===== src/design/url_esc_pkg.sv =====
// Shared types, register indexes and character helpers for the percent-escape block.
package url_esc_pkg;

    localparam int unsigned ByteW  = 8;
    localparam int unsigned CountW = 16;
    localparam int unsigned MaxOut = 3;
    localparam int unsigned SlotW  = $clog2(MaxOut + 1);

    localparam logic [CountW-1:0] CapReset  = 16'd1024;
    localparam logic [CountW-1:0] CapMargin = 16'd5;

    localparam logic [ByteW-1:0] CharPercent = 8'h25;

    // Configuration register indexes
    localparam logic REG_PAIR_MODE    = 1'b0;
    localparam logic REG_OUT_CAPACITY = 1'b1;

    // One input byte's worth of output characters
    typedef struct packed {
        logic [MaxOut-1:0][ByteW-1:0] chars;
        logic [SlotW-1:0]             cnt;
        logic                         last;
        logic [CountW-1:0]            len;
    } esc_rec_t;

    function automatic logic [ByteW-1:0] hex_digit(input logic [3:0] v);
        logic [ByteW-1:0] r;
        if (v > 4'd9) begin
            r = {4'd0, v} + 8'h37;   // 'A' - 10
        end else begin
            r = {4'd0, v} + 8'h30;   // '0'
        end
        return r;
    endfunction

    function automatic logic byte_is_safe(input logic [ByteW-1:0] b);
        logic s;
        s = 1'b0;
        if (b >= 8'h30 && b <= 8'h39) s = 1'b1;
        if (b >= 8'h41 && b <= 8'h5A) s = 1'b1;
        if (b >= 8'h61 && b <= 8'h7A) s = 1'b1;
        if (b == 8'h24 || b == 8'h2D || b == 8'h5F || b == 8'h2E || b == 8'h21 ||
            b == 8'h2A || b == 8'h28 || b == 8'h29 || b == 8'h2C) s = 1'b1;
        return s;
    endfunction

endpackage


===== src/design/url_esc_core.sv =====
// Classify one input byte, update string state and build its output record.
module url_esc_core import url_esc_pkg::*; (
    input  logic              aclk,
    input  logic              aresetn,
    input  logic              cfg_we,
    input  logic              cfg_index,
    input  logic [CountW-1:0] cfg_wdata,
    input  logic              in_acc,
    input  logic [ByteW-1:0]  in_byte,
    input  logic              in_last,
    output logic              push_valid,
    output esc_rec_t          push_rec
);

    logic              pair_mode_reg;
    logic [CountW-1:0] capacity_reg;
    logic              pend_reg, pend_next;
    logic              run_reg, run_next;
    logic [CountW-1:0] count_reg, count_next;
    logic              trunc_reg, trunc_next;

    logic              room;
    logic              do_esc, do_pass;
    logic [CountW:0]   sum;
    logic [CountW-1:0] sat;
    logic [SlotW-1:0]  n;

    // cnt < cap - 5 taken as signed, i.e. cnt + 5 < cap
    assign room = ({1'b0, count_reg} + {1'b0, CapMargin}) < {1'b0, capacity_reg};

    always_comb begin
        pend_next  = pend_reg;
        run_next   = run_reg;
        trunc_next = trunc_reg;
        do_esc     = 1'b0;
        do_pass    = 1'b0;
        if (!trunc_reg) begin
            if (pend_reg) begin
                do_esc    = 1'b1;
                pend_next = 1'b0;
            end else if (in_byte[ByteW-1]) begin
                if (run_reg || room) begin
                    do_esc    = 1'b1;
                    run_next  = 1'b1;
                    pend_next = pair_mode_reg;
                end else begin
                    trunc_next = 1'b1;
                end
            end else begin
                run_next = 1'b0;
                if (room) begin
                    do_pass = byte_is_safe(in_byte);
                    do_esc  = !byte_is_safe(in_byte);
                end else begin
                    trunc_next = 1'b1;
                end
            end
        end

        n   = do_esc ? SlotW'(3) : (do_pass ? SlotW'(1) : SlotW'(0));
        sum = {1'b0, count_reg} + {{(CountW + 1 - SlotW){1'b0}}, n};
        sat = sum[CountW] ? {CountW{1'b1}} : sum[CountW-1:0];
        count_next = sat;

        // End of string: clear everything
        if (in_last) begin
            pend_next  = 1'b0;
            run_next   = 1'b0;
            trunc_next = 1'b0;
            count_next = '0;
        end
    end

    always_comb begin
        push_rec.chars[0] = do_pass ? in_byte : CharPercent;
        push_rec.chars[1] = hex_digit(in_byte[7:4]);
        push_rec.chars[2] = hex_digit(in_byte[3:0]);
        push_rec.cnt      = n;
        push_rec.last     = in_last;
        push_rec.len      = sat;
        push_valid        = in_acc && (n != '0 || in_last);
    end

    always_ff @(posedge aclk) begin
        if (!aresetn) begin
            pair_mode_reg <= 1'b0;
            capacity_reg  <= CapReset;
        end else if (cfg_we) begin
            unique case (cfg_index)
                REG_PAIR_MODE:    pair_mode_reg <= cfg_wdata[0];
                REG_OUT_CAPACITY: capacity_reg  <= cfg_wdata;
                default:          ;
            endcase
        end
    end

    always_ff @(posedge aclk) begin
        if (!aresetn) begin
            pend_reg  <= 1'b0;
            run_reg   <= 1'b0;
            count_reg <= '0;
            trunc_reg <= 1'b0;
        end else if (in_acc) begin
            pend_reg  <= pend_next;
            run_reg   <= run_next;
            count_reg <= count_next;
            trunc_reg <= trunc_next;
        end
    end

    a_last_clears: assert property (@(posedge aclk) disable iff (!aresetn)
        in_acc && in_last |=> count_reg == '0 && !trunc_reg && !pend_reg && !run_reg)
        else $error("string state not cleared after last byte");

    a_trunc_silent: assert property (@(posedge aclk) disable iff (!aresetn)
        in_acc && trunc_reg |-> push_rec.cnt == '0)
        else $error("output produced while truncated");

    a_pend_needs_run: assert property (@(posedge aclk) disable iff (!aresetn)
        pend_reg |-> run_reg)
        else $error("pair pending outside a high-byte run");

endmodule


===== src/design/url_esc_ser.sv =====
// Hold one output record and hand its characters out one word at a time.
module url_esc_ser import url_esc_pkg::*; (
    input  logic              aclk,
    input  logic              aresetn,
    input  logic              push_valid,
    input  esc_rec_t          push_rec,
    output logic              push_ready,
    output logic              m_tvalid,
    input  logic              m_tready,
    output logic [23:0]       m_tdata,
    output logic              m_tlast,
    output logic [1:0]        m_tuser
);

    logic             busy_reg;
    esc_rec_t         rec_reg;
    logic [SlotW-1:0] idx_reg;
    logic             fin;
    logic             has_data;
    logic [ByteW-1:0] cur;

    assign has_data   = rec_reg.cnt != '0;
    assign fin        = !has_data || (idx_reg == rec_reg.cnt - SlotW'(1));
    assign push_ready = !busy_reg || (fin && m_tready);

    always_comb begin
        cur = has_data ? rec_reg.chars[idx_reg[1:0]] : '0;
        m_tvalid = busy_reg;
        m_tlast  = fin && rec_reg.last;
        m_tuser  = {fin, has_data};
        m_tdata  = {(fin && rec_reg.last) ? rec_reg.len : {CountW{1'b0}}, cur};
    end

    always_ff @(posedge aclk) begin
        if (!aresetn) begin
            busy_reg <= 1'b0;
            idx_reg  <= '0;
        end else if (push_valid && push_ready) begin
            busy_reg <= 1'b1;
            idx_reg  <= '0;
        end else if (busy_reg && m_tready) begin
            // advance within the record, or free the slot after its final word
            busy_reg <= !fin;
            idx_reg  <= idx_reg + SlotW'(1);
        end
    end

    always_ff @(posedge aclk) begin
        if (push_valid && push_ready) begin
            rec_reg <= push_rec;
        end
    end

    a_idx_in_range: assert property (@(posedge aclk) disable iff (!aresetn)
        busy_reg && has_data |-> idx_reg < rec_reg.cnt)
        else $error("character index beyond record");

    a_cnt_legal: assert property (@(posedge aclk) disable iff (!aresetn)
        busy_reg |-> rec_reg.cnt == SlotW'(0) || rec_reg.cnt == SlotW'(1) ||
                     rec_reg.cnt == SlotW'(3))
        else $error("record count not 0, 1 or 3");

    a_empty_is_last: assert property (@(posedge aclk) disable iff (!aresetn)
        busy_reg && !has_data |-> rec_reg.last)
        else $error("end-only marker without end of string");

endmodule


===== src/design/url_percent_escape.sv =====
// Top level of the streaming percent-escape encoder.
//
// Input channel s_*: one raw byte of a string per word, s_tlast on the final
// byte. Output channel m_*: one output character per word. A safe byte gives
// one word, an escaped byte gives three ('%' and two uppercase hex digits), a
// dropped byte gives none, and a final byte with nothing to send gives one
// end-only word with has_data low. m_tlast marks the final word of a string,
// which carries the total output length in the upper bits of m_tdata.
// A word accepted at one edge shows its first result in the next cycle. While
// m_tready stays high, pass-through and dropped bytes are taken at one input
// byte per cycle; an escaped byte holds off the next byte until its three
// words are out, as the single output record register gives one character per word.
// While the receiver stalls, the record register holds and s_tready stays low
// until the record's final word is taken. Reset clears the string state,
// sets pair mode off and capacity to 1024. Configuration writes through
// cfg_we/cfg_index/cfg_wdata take effect at the next edge.
module url_percent_escape import url_esc_pkg::*; (
    input  logic        aclk,
    input  logic        aresetn,
    // configuration: index 0 pair_mode, index 1 out_capacity
    input  logic        cfg_we,
    input  logic        cfg_index,
    input  logic [15:0] cfg_wdata,
    // input stream
    input  logic        s_tvalid,
    output logic        s_tready,
    input  logic [7:0]  s_tdata,   // [7:0] in_byte
    input  logic        s_tlast,   // last_in
    // output stream
    output logic        m_tvalid,
    input  logic        m_tready,
    output logic [23:0] m_tdata,   // [7:0] out_byte, [23:8] out_length
    output logic        m_tlast,   // string_end
    output logic [1:0]  m_tuser    // [0] has_data, [1] final word of record
);

    logic     in_acc;
    logic     push_valid;
    logic     push_ready;
    esc_rec_t push_rec;

    // Take a byte whenever the record register is free or emptying this cycle
    assign s_tready = push_ready;
    assign in_acc   = s_tvalid && push_ready;

    url_esc_core u_core (
        .aclk       (aclk),
        .aresetn    (aresetn),
        .cfg_we     (cfg_we),
        .cfg_index  (cfg_index),
        .cfg_wdata  (cfg_wdata),
        .in_acc     (in_acc),
        .in_byte    (s_tdata),
        .in_last    (s_tlast),
        .push_valid (push_valid),
        .push_rec   (push_rec)
    );

    url_esc_ser u_ser (
        .aclk       (aclk),
        .aresetn    (aresetn),
        .push_valid (push_valid),
        .push_rec   (push_rec),
        .push_ready (push_ready),
        .m_tvalid   (m_tvalid),
        .m_tready   (m_tready),
        .m_tdata    (m_tdata),
        .m_tlast    (m_tlast),
        .m_tuser    (m_tuser)
    );

endmodule

===== config.mk =====
export PLATFORM = sky130hd
export DESIGN_NAME = url_percent_escape
export DESIGN_NICKNAME = d
export VERILOG_FILES = /design/src/design/url_esc_pkg.sv /design/src/design/url_esc_core.sv /design/src/design/url_esc_ser.sv /design/src/design/url_percent_escape.sv
export SDC_FILE = /design/constraint.sdc
export NUM_CORES = 1
export LEC_CHECK = 0
export BUFFER_PORTS_ARGS = -buffer_cell sky130_fd_sc_hd__buf_2
export CAP_MARGIN = 40
export CORE_MARGIN = 1
export CORE_UTILIZATION = 50
export DETAILED_ROUTE_END_ITERATION = 12
export GPL_TIMING_DRIVEN = 0
export PLACE_DENSITY = 0.73
export SETUP_SLACK_MARGIN = 0.2
export SLEW_MARGIN = 10
export SYNTH_ARGS = -nofsm -noshare
export SYNTH_HDL_FRONTEND = slang
export SYNTH_SLANG_ARGS = --single-unit

===== constraint.sdc =====
create_clock -name aclk -period 4.25 [get_ports aclk]
set_input_delay 0.2125 -clock aclk [delete_from_list [all_inputs] [get_ports aclk]]
set_output_delay 0.2125 -clock aclk [all_outputs]
set_load 0.01 [all_outputs]

Word level (Yosys, flattened, before mapping)
Index checks and enable logic that the tools add are counted.
Word-level totals
  flip-flop bits (word level): 82
  input port bits: 31
Operators by class
  $add $sub $neg: 8
  $lt $le $gt $ge: 10
  equal/unequal tests: 13
  multiplexer cells: 45
  bitwise gates (word level): 2
  reduce and logical (&&, ||, !) cells: 33
Operator list (number)
  8-bit by 6-bit equality test with 1-bit output (second input constant): 8
  16-bit 2-to-1 mux: 3
  1-bit 2-to-1 mux: 36
  8-bit 2-to-1 mux: 4
  4-bit by 6-bit adder with 7-bit output (second input constant): 4
  16-bit by 2-bit adder with 17-bit output: 1
  16-bit by 3-bit adder with 17-bit output (second input constant): 1
  17-bit by 16-bit less-than comparator with 1-bit output: 1
  8-bit binary-select mux with 2-bit select: 1
  8-bit by 7-bit >= comparator with 1-bit output (second input constant): 2
  8-bit by 7-bit <= comparator with 1-bit output (second input constant): 2
  1-bit logical OR: 12
  1-bit logical AND: 9
  8-bit by 7-bit equality test with 1-bit output (second input constant): 1
  8-bit by 6-bit >= comparator with 1-bit output (second input constant): 1
  4-bit > comparator (second input constant): 2
  8-bit by 6-bit <= comparator with 1-bit output (second input constant): 1
  2-bit AND reduction: 3
  2-bit nonzero test: 3
  1-bit zero test: 4
  2-bit != test (second input constant): 2
  4-bit AND reduction: 1
  2-bit by 3-bit less-than comparator with 1-bit output (second input constant): 1
  3-bit by 1-bit != test with 1-bit output (second input constant): 1
  other kinds (6): 7

Depth between registers and ports, before layout
Gate-level depths: netlist of run 1.
  depth in word-level cells: 25
  mapped depth: 21

Modules after synthesis
Synthesis of run 1 repeated with hierarchy kept, for this count alone.
Second synthesis, totals
  cell total of the unflattened synthesis: 536
  area, all modules: 4946.0 µm²
Modules (own cells, without submodules)
  url_esc_core: instances 1, cells each 404, area each 3042.9 µm², sequential area each 720.7 µm²
  url_esc_ser: instances 1, cells each 131, area each 1896.8 µm², sequential area each 1351.3 µm²
  url_percent_escape: instances 1, cells each 1, area each 6.3 µm², sequential area each 0.0 µm²

Least setup slack after synthesis of run 1
OpenSTA, ideal clock, no wires.
  path kind: reg-to-reg
  start point: register u_core.count_reg[6]
  end point: register u_core.count_reg[13]
  data arrival time: 4262 ps
  required time: 4164 ps
  setup slack: -99 ps
  stages on the path, launching flop included: 19
  cell sequence: dfxtp_1 buf_2 and4_1 and3_1 clkbuf_1 nand4_1 xnor2_1 ha_1 nor2b_1 a311o_1 a21o_1 a221o_1 fa_1 nand3b_1 or4_4 buf_6 nand2_1 o21ai_1 a221oi_2
On the way
  longest elaborated chain between the ends: 11
  elaborated cells on any way between the ends: 17
  classes of those cells: 2 x add/sub; 1 x order compare; 13 x mux; 1 x reduce/logical
RTL lines
  start: declaration: RTL line url_esc_core.sv:19  | logic [CountW-1:0] count_reg, count_next;
  start signal: assignment: RTL line url_esc_core.sv:106  | count_reg <= count_next;
  16-bit by 3-bit adder with 17-bit output: RTL line url_esc_core.sv:29  | assign room = ({1'b0, count_reg} + {1'b0, CapMargin}) < {1'b0, capacity_reg};
  17-bit by 16-bit less-than comparator with 1-bit output: RTL line url_esc_core.sv:29
  1-bit 2-to-1 mux or 1-bit logical OR (tied branches): RTL line url_esc_core.sv:51, url_esc_core.sv:42
  1-bit 2-to-1 mux (on tied branches): RTL line url_esc_core.sv:41, url_esc_core.sv:42
  1-bit 2-to-1 mux (on tied branches): RTL line url_esc_core.sv:38, url_esc_core.sv:41
  1-bit 2-to-1 mux (on tied branches): RTL line url_esc_core.sv:37, url_esc_core.sv:38
  1-bit 2-to-1 mux (on tied branches): RTL line url_esc_core.sv:60, url_esc_core.sv:37
  2-bit 2-to-1 mux: RTL line url_esc_core.sv:60  | n = do_esc ? SlotW'(3) : (do_pass ? SlotW'(1) : SlotW'(0));
  16-bit by 2-bit adder with 17-bit output *: RTL line url_esc_core.sv:61  | sum = {1'b0, count_reg} + {{(CountW + 1 - SlotW){1'b0}}, n};
  16-bit 2-to-1 mux *: RTL line url_esc_core.sv:62  | sat = sum[CountW] ? {CountW{1'b1}} : sum[CountW-1:0];
  16-bit 2-to-1 mux *: RTL line url_esc_core.sv:66  | if (in_last) begin
Every way passes the cells marked *; elsewhere a longest branch is shown, timed or not.
A chain may end at the register's enable or synchronous reset.

==> run_results.csv, run 1 <==
group,metric,value,unit
power,p_total,1.75,mW
clock_tree,cts_tree,"done",
die,core-area,0.00920,mm²
clock_tree,root_buffer,"clkbuf_8",
die,die_x,99.2,µm
synthesis,synth_top_cell_by_area,"edfxtp_1",
global_route,grt_overflow,0,
sta,maxSlewHeadroom,53.6,%
layout,multi_input_area,0.00263,mm²
outcome,status,"complete, but fails checks",
power,leakage,2.56,nW
sta,hold-worst-slack,77.6,ps
power,p_per_area,298,mW/mm²
hold_path,hp-start,"cfg_wdata[9]",
worst_setup_path,setup.worst_path.start_class,"flip-flop",
synthesis,syn_inst,527,
die,dieArea,0.00985,mm²
clock_tree,clk_pin_slew,90,ps
sta,hold_violations,0,
sta,fin_ws,-196,ps
synthesis,synth_edf_count,41,
clock_tree,htree_levels,3,
worst_setup_path,setup.worst_path.end_class,"flip-flop",
hold_path,hold_depth,3,
synthesis,synth_nets,587,
place,gp_congestion,0.957,
clock_tree,ctsHoldBuffers,0,
clock_tree,cts_sinks,80,
die,start_util,51.4,%
worst_setup_path,required,4550,ps
worst_setup_path,r2r_slack,-200,ps
layout,largest_reg_flops,41,
synthesis,async_flop_share,0,%
die,ioPinCount,60,
power,max-vdd-ir-drop,157,µV
clock_tree,cts_buffer_depth,2,
worst_setup_path,r2r_end,"u_core.count_reg[2]",
synthesis,syn_avg_cell_area,8.97,µm²
worst_setup_path,r2r-start,"u_core.count_reg[0]",
sta,fin_crit_sh,105,%
die,dieHeight,99.2,µm
synthesis,synth_ff_type,"edfxtp_1",
synthesis,netlist_area,0.00473,mm²
flow_run,maxCapViolCount,0,
layout,drive_above_1_share,27.5,%
synthesis,synth_top_cells_by_area,"edfxtp_1 (26%), dfxtp_1 (17%), ha_1 (7.4%)",
routing,wirelength,11.8,mm
sta,fin_skew,11.6,ps
sta,setup_viol,15,
synthesis,synth.most_common_cell,"nand2_1",
global_route,antenna_found_initial,0,
global_route,grt_pass1_wl,18.7,mm
sta,rsz0062_at_grt,"yes",
layout,fillerInstances,728,
global_route,grt_pass1_vias,3816,
routing,vias_per_cell,5.67,
routing,firstDrtPassIters,5,
clock_tree,numCtsBuffers,9,
global_route,track_usage,23.9,%
synthesis,yosys_warnings,0,
layout,area_growth,24.5,%
place,io_buffers,58,
sta,drv_slew,0,
worst_setup_path,crit_arrival,4750,ps
synthesis,ys_ff_latch,80,
layout,nNetsFinal,687,
global_route,grtUsageMet2,37.7,%
synthesis,synth-seq-area-share,42.6,%
hold_path,hp-class,"input port to flip-flop",
hold_path,hold_path_end,"u_core.capacity_reg[9]",
routing,wire_per_inst,15.8,µm
sta,tightest_slew,694,ps
global_route,grt_use_met3,3.65,%
layout,antenna_cells,0,
global_route,grt_max_degree,25,
routing,dr.first_iter.drc_count,364,
routing,vias,4213,
worst_setup_path,rr_worst_depth,20,
synthesis,synth_common_cells,"nand2_1 (75), a21oi_1 (50), edfxtp_1 (41)",
sta,fmax,225,MHz
routing,drcViolationCount,0,
place,dp_hpwl,8.02,mm
worst_setup_path,crit_path_max_fanout,5,
worst_setup_path,crit_type,"flip-flop to flip-flop",
synthesis,synth_cell_types,62,
global_route,top_usage_layer,"met2",
global_route,gr-usage-met1,33.2,%
layout,postLayoutCoreUtil,64.0,%
synthesis,synth_top_area_share,26.0,%
layout,ff_latch_area,0.00203,mm²
die,rows,35,
sta,min_period,4450,ps
routing,ant_nets,0,
clock_tree,clk_latency,360,ps
outcome,violations,"negative setup slack",
-- final cells by class --
cell class                 count  area share (%)
buffer                        34            3.53
clock inverter                 7            1.06
multi-input combinational    376            44.6
clock buffer                   9            2.10
tap                          111            2.36
inverter                      37            2.36
timing repair buffer          89            9.44
sequential                    80            34.5
-- how the worst max path moves through the flow --
| stage | from | slack (ps) | endpoint |
|---|---|---|---|
| 3_3_place_gp | u_core.count_reg[0] | -410 | u_core.count_reg[5] |
| 4_1_cts | u_core.count_reg[6] | -110 | u_core.count_reg[5] |
| 3_5_place_dp | u_core.count_reg[0] | -480 | u_core.count_reg[15] |
| 2_1_floorplan | u_core.count_reg[8] | 60 | u_core.count_reg[5] |
| 6_report | u_core.count_reg[0] | -200 | u_core.count_reg[2] |
| 5_1_grt | u_core.count_reg[1] | -310 | u_core.count_reg[2] |
-- routing by layer --
metal | wire [µm] | share of wire (%)
met1 | 5380 | 46
met2 | 5240 | 45
met3 | 821 | 7.0
met4 | 316 | 2.7
met5 | 0 | 0
-- stage by stage --
stage / setup TNS, ps / instance area, µm² / cells / worst slack (ps)
after global routing: -5350 / 5890 / 743 / -312
after detailed placement: -9280 / 5240 / 697 / -481
after global placement: -7470 / 5210 / 696 / -413
final: -1730 / 5890 / 743 / -196
after floorplan: 0 / 4780 / 527 / 64.8
after CTS: -754 / 5690 / 734 / -112
-- logic make-up after synthesis --
group | synth area share (%)
multiplexers | 1.93
flip-flops | 42.6
adder cells (fa/ha/maj) | 7.83
other | 0.0793
AND/OR/NAND/NOR | 20.1
AO/OA/AOI/OAI | 15.7
buffers and inverters | 6.30
XOR/XNOR | 5.56
-- critical path, stage by stage (launching register included) --
cell and delay [ps]:
dfxtp_4 380, ha_4 170, o21ai_4 320, buf_12 150, nor4_4 30, xor2_1 160, ha_1 320, a21oi_2 140
nor2b_1 50, a311o_1 320, a21o_1 230, a21oi_2 170, ha_2 220, inv_2 50, fa_2 360, nand3b_1 190
or4_4 540, buf_6 170, a31oi_1 200, o21ai_1 90, a21oi_1 130
-- where the power goes --
part | switching (mW) | internal (mW) | total, mW
clock network | 0.316 | 0.226 | 0.542
logic | 0.193 | 0.127 | 0.320
registers | 0.0196 | 0.871 | 0.890
total | 0.529 | 1.22 | 1.75
-- cell usage in the layout (no fill, tap or decap), types with 16 or more instances in the layout --
cell type  netlist  layout
nor2_1          31      27
inv_1           37      36
ha_1            28      26
a21oi_1         50      44
and3_1          27      25
dfxtp_1         39      31
buf_2           13      63
buf_4            2      34
nand3_1         16      16
nand2_1         75      73
edfxtp_1        41      41
-- what timing repair did --
action,CTS,global route
resized for setup,32,24
pin swaps,17,20
setup buffers,20,9
setup endpoints to repair,32,32
gates cloned,1,0
Note: power is estimated with default switching activity, not from simulation.
==> run 2: changes to the inputs <==
GPL_TIMING_DRIVEN = default   (was 0)
PLACE_DENSITY = 0.7   (was 0.73)
clock period = 4.95 ns   (was 4.25 ns; I/O delays follow)
==> run 2 against run 1 <==
The flow now finishes without violations; cell count is 6.5% lower; routed wire length fell by 5.5%; sequential cell count is the same; non-clock buffer count fell by 49; via count is 5.9% lower; clock skew increased by 2.4 ps; sequential power is 14% lower; setup slack better by 570 ps; first-iteration DRC count fell by 1.9%; critical path depth fell by 2; die area unchanged; critical endpoint unchanged; largest cell class unchanged; highest routed layer unchanged.
==> run_results.csv, run 2 (same netlist as run 1, synthesis figures left out) <==
group,metric,value,unit
die,start_util,51.4,%
worst_setup_path,crit_path_top_delay_cell,"or4_4",
layout,final_area,0.00548,mm²
clock_tree,htree_levels,3,
worst_setup_path,r2r-start,"u_core.count_reg[1]",
global_route,grt_pass1_wl,18.4,mm
worst_setup_path,crit_buf_inv,2,
flow_run,maxCapViolCount,0,
die,ioPinCount,60,
clock_tree,clk_pin_slew,90,ps
die,dieHeight,99.2,µm
clock_tree,clk_latency,360,ps
global_route,grt_max_degree,32,
sta,fin_skew,14.0,ps
worst_setup_path,rr_worst_depth,18,
place,gp_congestion,0.939,
clock_tree,ctsHoldBuffers,0,
power,max-vdd-ir-drop,138,µV
routing,firstDrtPassIters,6,
worst_setup_path,setup.worst_path.end_class,"flip-flop",
die,rows,35,
layout,mostFrequentLayoutCell,"nand2_1",
clock_tree,numCtsBuffers,9,
sta,rsz0062_at_grt,"no",
worst_setup_path,cpLargestDelayFamily,"compound AO/OA/AOI/OAI gates",
worst_setup_path,required,5230,ps
routing,vias_per_cell,5.71,
layout,layout_common_cells,"nand2_1 (75), buf_2 (59), a21oi_1 (49)",
layout,nNetsFinal,639,
layout,antenna_cells,0,
routing,dr.first_iter.drc_count,357,
worst_setup_path,crit_type,"flip-flop to flip-flop",
outcome,status,"finished, final reports clean",
hold_path,hp-start,"cfg_wdata[15]",
global_route,track_usage,23.7,%
routing,wirelength,11.1,mm
die,die_x,99.2,µm
routing,drcViolationCount,0,
routing,vias,3965,
worst_setup_path,worstPathCellList,"ha_2 -> o21ai_2 -> xnor2_1 -> ha_1 -> a211oi_1 -> o211ai_1 -> a211o_1 -> a21o_4 -> a21oi_4 -> ha_1 -> inv_1 -> fa_2 -> nand3b_1 -> or4_4 -> buf_4 -> a31oi_1 -> o21ai_0 -> a21oi_1",
sta,setup_viol,0,
clock_tree,cts_tree,"done",
clock_tree,cts_sinks,80,
worst_setup_path,crit_path_max_fanout,7,
place,io_buffers,59,
sta,fmax,218,MHz
worst_setup_path,max_stage_delay,600,ps
worst_setup_path,worst_path_most_repeated_cell,"ha_1",
routing,ant_nets,0,
global_route,grt_overflow,0,
sta,drv_slew,0,
clock_tree,root_buffer,"clkbuf_8",
die,core-area,0.00920,mm²
global_route,grt_pass1_vias,3704,
die,dieArea,0.00985,mm²
power,leakage,2.29,nW
sta,setup_tns,0,ps
worst_setup_path,r2r_slack,370,ps
worst_setup_path,r2r_end,"u_core.count_reg[2]",
place,dp_hpwl,8.03,mm
sta,tightest_slew,701,ps
hold_path,hold_depth,3,
sta,fin_crit_sh,92.5,%
global_route,antenna_found_initial,0,
worst_setup_path,setup.worst_path.start_class,"flip-flop",
sta,min_period,4580,ps
clock_tree,cts_buffer_depth,2,
sta,maxSlewHeadroom,53.1,%
sta,hold_violations,0,
place,place_area,0.00509,mm²
layout,drive_above_1_share,20.4,%
layout,area_growth,15.9,%
hold_path,hp-class,"input port to flip-flop",
power,p_per_area,292,mW/mm²
worst_setup_path,crit_arrival,4860,ps
layout,largest_reg_flops,41,
hold_path,hold_path_end,"u_core.capacity_reg[15]",
routing,wire_per_inst,16.0,µm
[run 2: cell type report]
cell class                      count  area (µm²)
Multi-Input combinational cell    377        2480
Clock buffer                        9         124
Fill cell                         791        3720
Inverter                           37         139
Timing Repair Buffer               74         440
Sequential cell                    80        2040
Tap cell                          111         139
Clock inverter                      7         118
[run 2: worst max path at each step]
stage | start | endpoint | slack [ps] | cells past startpoint
after floorplan | u_core.count_reg[6] | u_core.count_reg[13] | 600 | 18
after global placement | u_core.count_reg[1] | u_core.count_reg[13] | 320 | 18
after detailed placement | u_core.count_reg[1] | u_core.count_reg[13] | 140 | 18
after CTS | u_core.count_reg[1] | u_core.count_reg[13] | 210 | 18
after global routing | u_core.count_reg[5] | u_core.count_reg[2] | 170 | 19
final | u_core.count_reg[1] | u_core.count_reg[2] | 370 | 18
[run 2: worst register-to-register path, stage by stage, from the launching register on]
cell,delay [ps]
dfxtp_4,370
ha_2,190
o21ai_2,290
xnor2_1,200
ha_1,280
a211oi_1,240
o211ai_1,120
a211o_1,360
a21o_4,260
a21oi_4,180
ha_1,180
inv_1,60
fa_2,370
nand3b_1,240
or4_4,600
buf_4,170
a31oi_1,140
o21ai_0,90
a21oi_1,160
[run 2: metal layers]
| layer | routed length, µm | GRT usage, % | vias to the layer above |
|---|---|---|---|
| met5 | 0 | 0 | - |
| li1 | - | - | 1974 |
| met4 | 156 | 8.37 | 0 |
| met3 | 680 | 4.57 | 13 |
| met1 | 5350 | 34.0 | 1837 |
| met2 | 4930 | 35.8 | 141 |
[run 2: stage by stage]
stage                     hold WS [ps]  total power [mW]  std cells  setup slack, ps  utilization (%)
after floorplan                    346             0.940        527              601                -
after global routing               116              1.66        695              170             59.6
after detailed placement           448              1.03        671              138             55.4
final                              117              1.60        695              373             59.6
after global placement             445              1.02        669              316             55.0
after CTS                          113              1.60        691              208             58.6
[run 2: repair_timing]
item | 4_1_cts | 5_1_grt
endpoints found under the hold margin | 0 | 0
resized for setup | 5 | 25
cloned | 1 | 0
setup endpoints to repair | 16 | 32
pin swaps | 1 | 6
setup buffers | 3 | 4
[run 2: where the power goes]
| part | internal (mW) | total, mW | switching [mW] |
|---|---|---|---|
| registers | 0.747 | 0.769 | 0.0223 |
| clock network | 0.335 | 0.580 | 0.245 |
| logic | 0.0964 | 0.247 | 0.151 |
==> run 3: changes to the inputs <==
PLACE_DENSITY = 0.72   (was 0.7)
==> run 3 against run 2 <==
Setup slack improved by 50 ps; worst hold slack better by 9.2 ps; cell count rose by 0.58%; largest cell class unchanged; sequential share of layout area grew 0.070 points.
==> run_results.csv, run 3 (same netlist as run 1, synthesis figures left out) <==
group,metric,value,unit
sta,fin_ws,423,ps
worst_setup_path,crit_type,"flip-flop to flip-flop",
die,ioPinCount,60,
place,dpl_worst_slack,126,ps
routing,firstDrtPassIters,4,
routing,wirelength,10.7,mm
layout,nNetsFinal,643,
sta,hold_violations,0,
routing,dr.first_iter.drc_count,229,
layout,layout_common_cells,"nand2_1 (75), buf_2 (59), a21oi_1 (49)",
sta,setup_tns,0,ps
worst_setup_path,required,5170,ps
layout,area_growth,15.1,%
global_route,track_usage,22.8,%
power,max-vdd-ir-drop,160,µV
global_route,grt_use_met3,4.15,%
sta,drv_slew,0,
routing,vias,3980,
layout,fillerInstances,820,
clock_tree,numCtsBuffers,9,
power,leakage,2.31,nW
routing,drcViolationCount,0,
die,core-area,0.00920,mm²
sta,fin_skew,13.9,ps
power,p_total,1.49,mW
global_route,top_usage_layer,"met1",
sta,rsz0062_at_grt,"yes",
place,io_buffers,59,
place,dp_hpwl,7.84,mm
clock_tree,cts_sinks,80,
layout,antenna_cells,0,
layout,fin_cells,699,
clock_tree,clk_pin_slew,80,ps
sta,min_period,4530,ps
place,place_area,0.00509,mm²
sta,setup_viol,0,
layout,drive_above_1_share,20.6,%
worst_setup_path,crit_arrival,4750,ps
routing,ant_nets,0,
sta,tightest_slew,779,ps
clock_tree,cts_tree,"done",
sta,fin_crit_sh,91.5,%
routing,wire_per_inst,15.4,µm
place,dp_cells,672,
global_route,grt_pass1_vias,3581,
layout,mostFrequentLayoutCell,"nand2_1",
global_route,gr-usage-met1,34.5,%
layout,multi_input_area,0.00248,mm²
die,dieHeight,99.2,µm
worst_setup_path,setup.worst_path.end_class,"flip-flop",
die,start_util,51.4,%
sta,maxSlewHeadroom,48.1,%
global_route,grt_overflow,0,
clock_tree,htree_levels,3,
worst_setup_path,setup.worst_path.start_class,"flip-flop",
die,dieArea,0.00985,mm²
place,gp_congestion,0.874,
hold_path,hp-class,"input port to flip-flop",
clock_tree,root_buffer,"clkbuf_8",
global_route,grt_max_degree,23,
outcome,status,"finished, final reports clean",
die,rows,35,
routing,vias_per_cell,5.69,
clock_tree,cts_buffer_depth,2,
power,p_per_area,274,mW/mm²
die,die_x,99.2,µm
flow_run,maxCapViolCount,0,
worst_setup_path,crit_path_max_fanout,8,
global_route,grtUsageMet2,33.7,%
global_route,antenna_found_initial,0,
clock_tree,clk_latency,350,ps
layout,ff_latch_area,0.00203,mm²
sta,fmax,221,MHz
layout,largest_reg_flops,41,
global_route,grt_pass1_wl,17.9,mm
layout,final_area,0.00544,mm²
run 3: area by class of cell:
class / count / area share [%]
timing repair buffer: 78 / 8.41
tap: 111 / 2.55
clock buffer: 10 / 2.34
sequential: 80 / 37.3
clock inverter: 6 / 1.29
inverter: 37 / 2.55
multi-input combinational: 377 / 45.5
run 3: per-layer routing:
metal  vias to the layer above  routed length (µm)
met2                       129                4600
met1                      1866                5400
met4                         0                 102
met3                        10                 631
li1                       1975                   -
met5                         -                   0
run 3: metrics by stage:
step | hold slack [ps] | utilization [%]
after floorplan | 346 | -
after global placement | 445 | 55.0
after detailed placement | 449 | 55.3
after CTS | 117 | 58.0
after global routing | 108 | 59.2
final | 126 | 59.2
run 3: repair_timing:
action                                  in CTS  in global routing
hold buffers                                 0                  0
pin swaps                                    2                  6
endpoints found under the hold margin        0                  0
cloned                                       1                  0
buffers inserted                             4                  6
resized for setup                            4                 22
endpoints found under the setup margin       9                 32
run 3: final timing paths:
check	from	endpoint	slack, ps	depth (start not counted)
max	u_core.count_reg[4]	u_core.count_reg[14]	420	16
min	cfg_wdata[10]	u_core.capacity_reg[10]	130	3
max reg2reg	u_core.count_reg[4]	u_core.count_reg[14]	420	16
min reg2reg	u_core.capacity_reg[3]	u_core.capacity_reg[3]	460	2
run 3: worst max-delay path: stages, from the launching register on:
cell and delay, ps:
dfxtp_2 440, nand4_4 210, nor4_4 300, xor2_1 240, ha_1 280, a21oi_1 140, nor2b_1 60, a311o_1 360
a21o_2 260, a221o_1 350, fa_1 480, nand3b_1 220, buf_4 180, nor4_1 320, mux2_2 400, nand3_1 80
a21oi_1 80
run 3: power breakdown:
part	switching [mW]	internal, mW
registers	0.0213	0.748
clock network	0.246	0.235
logic	0.148	0.0953
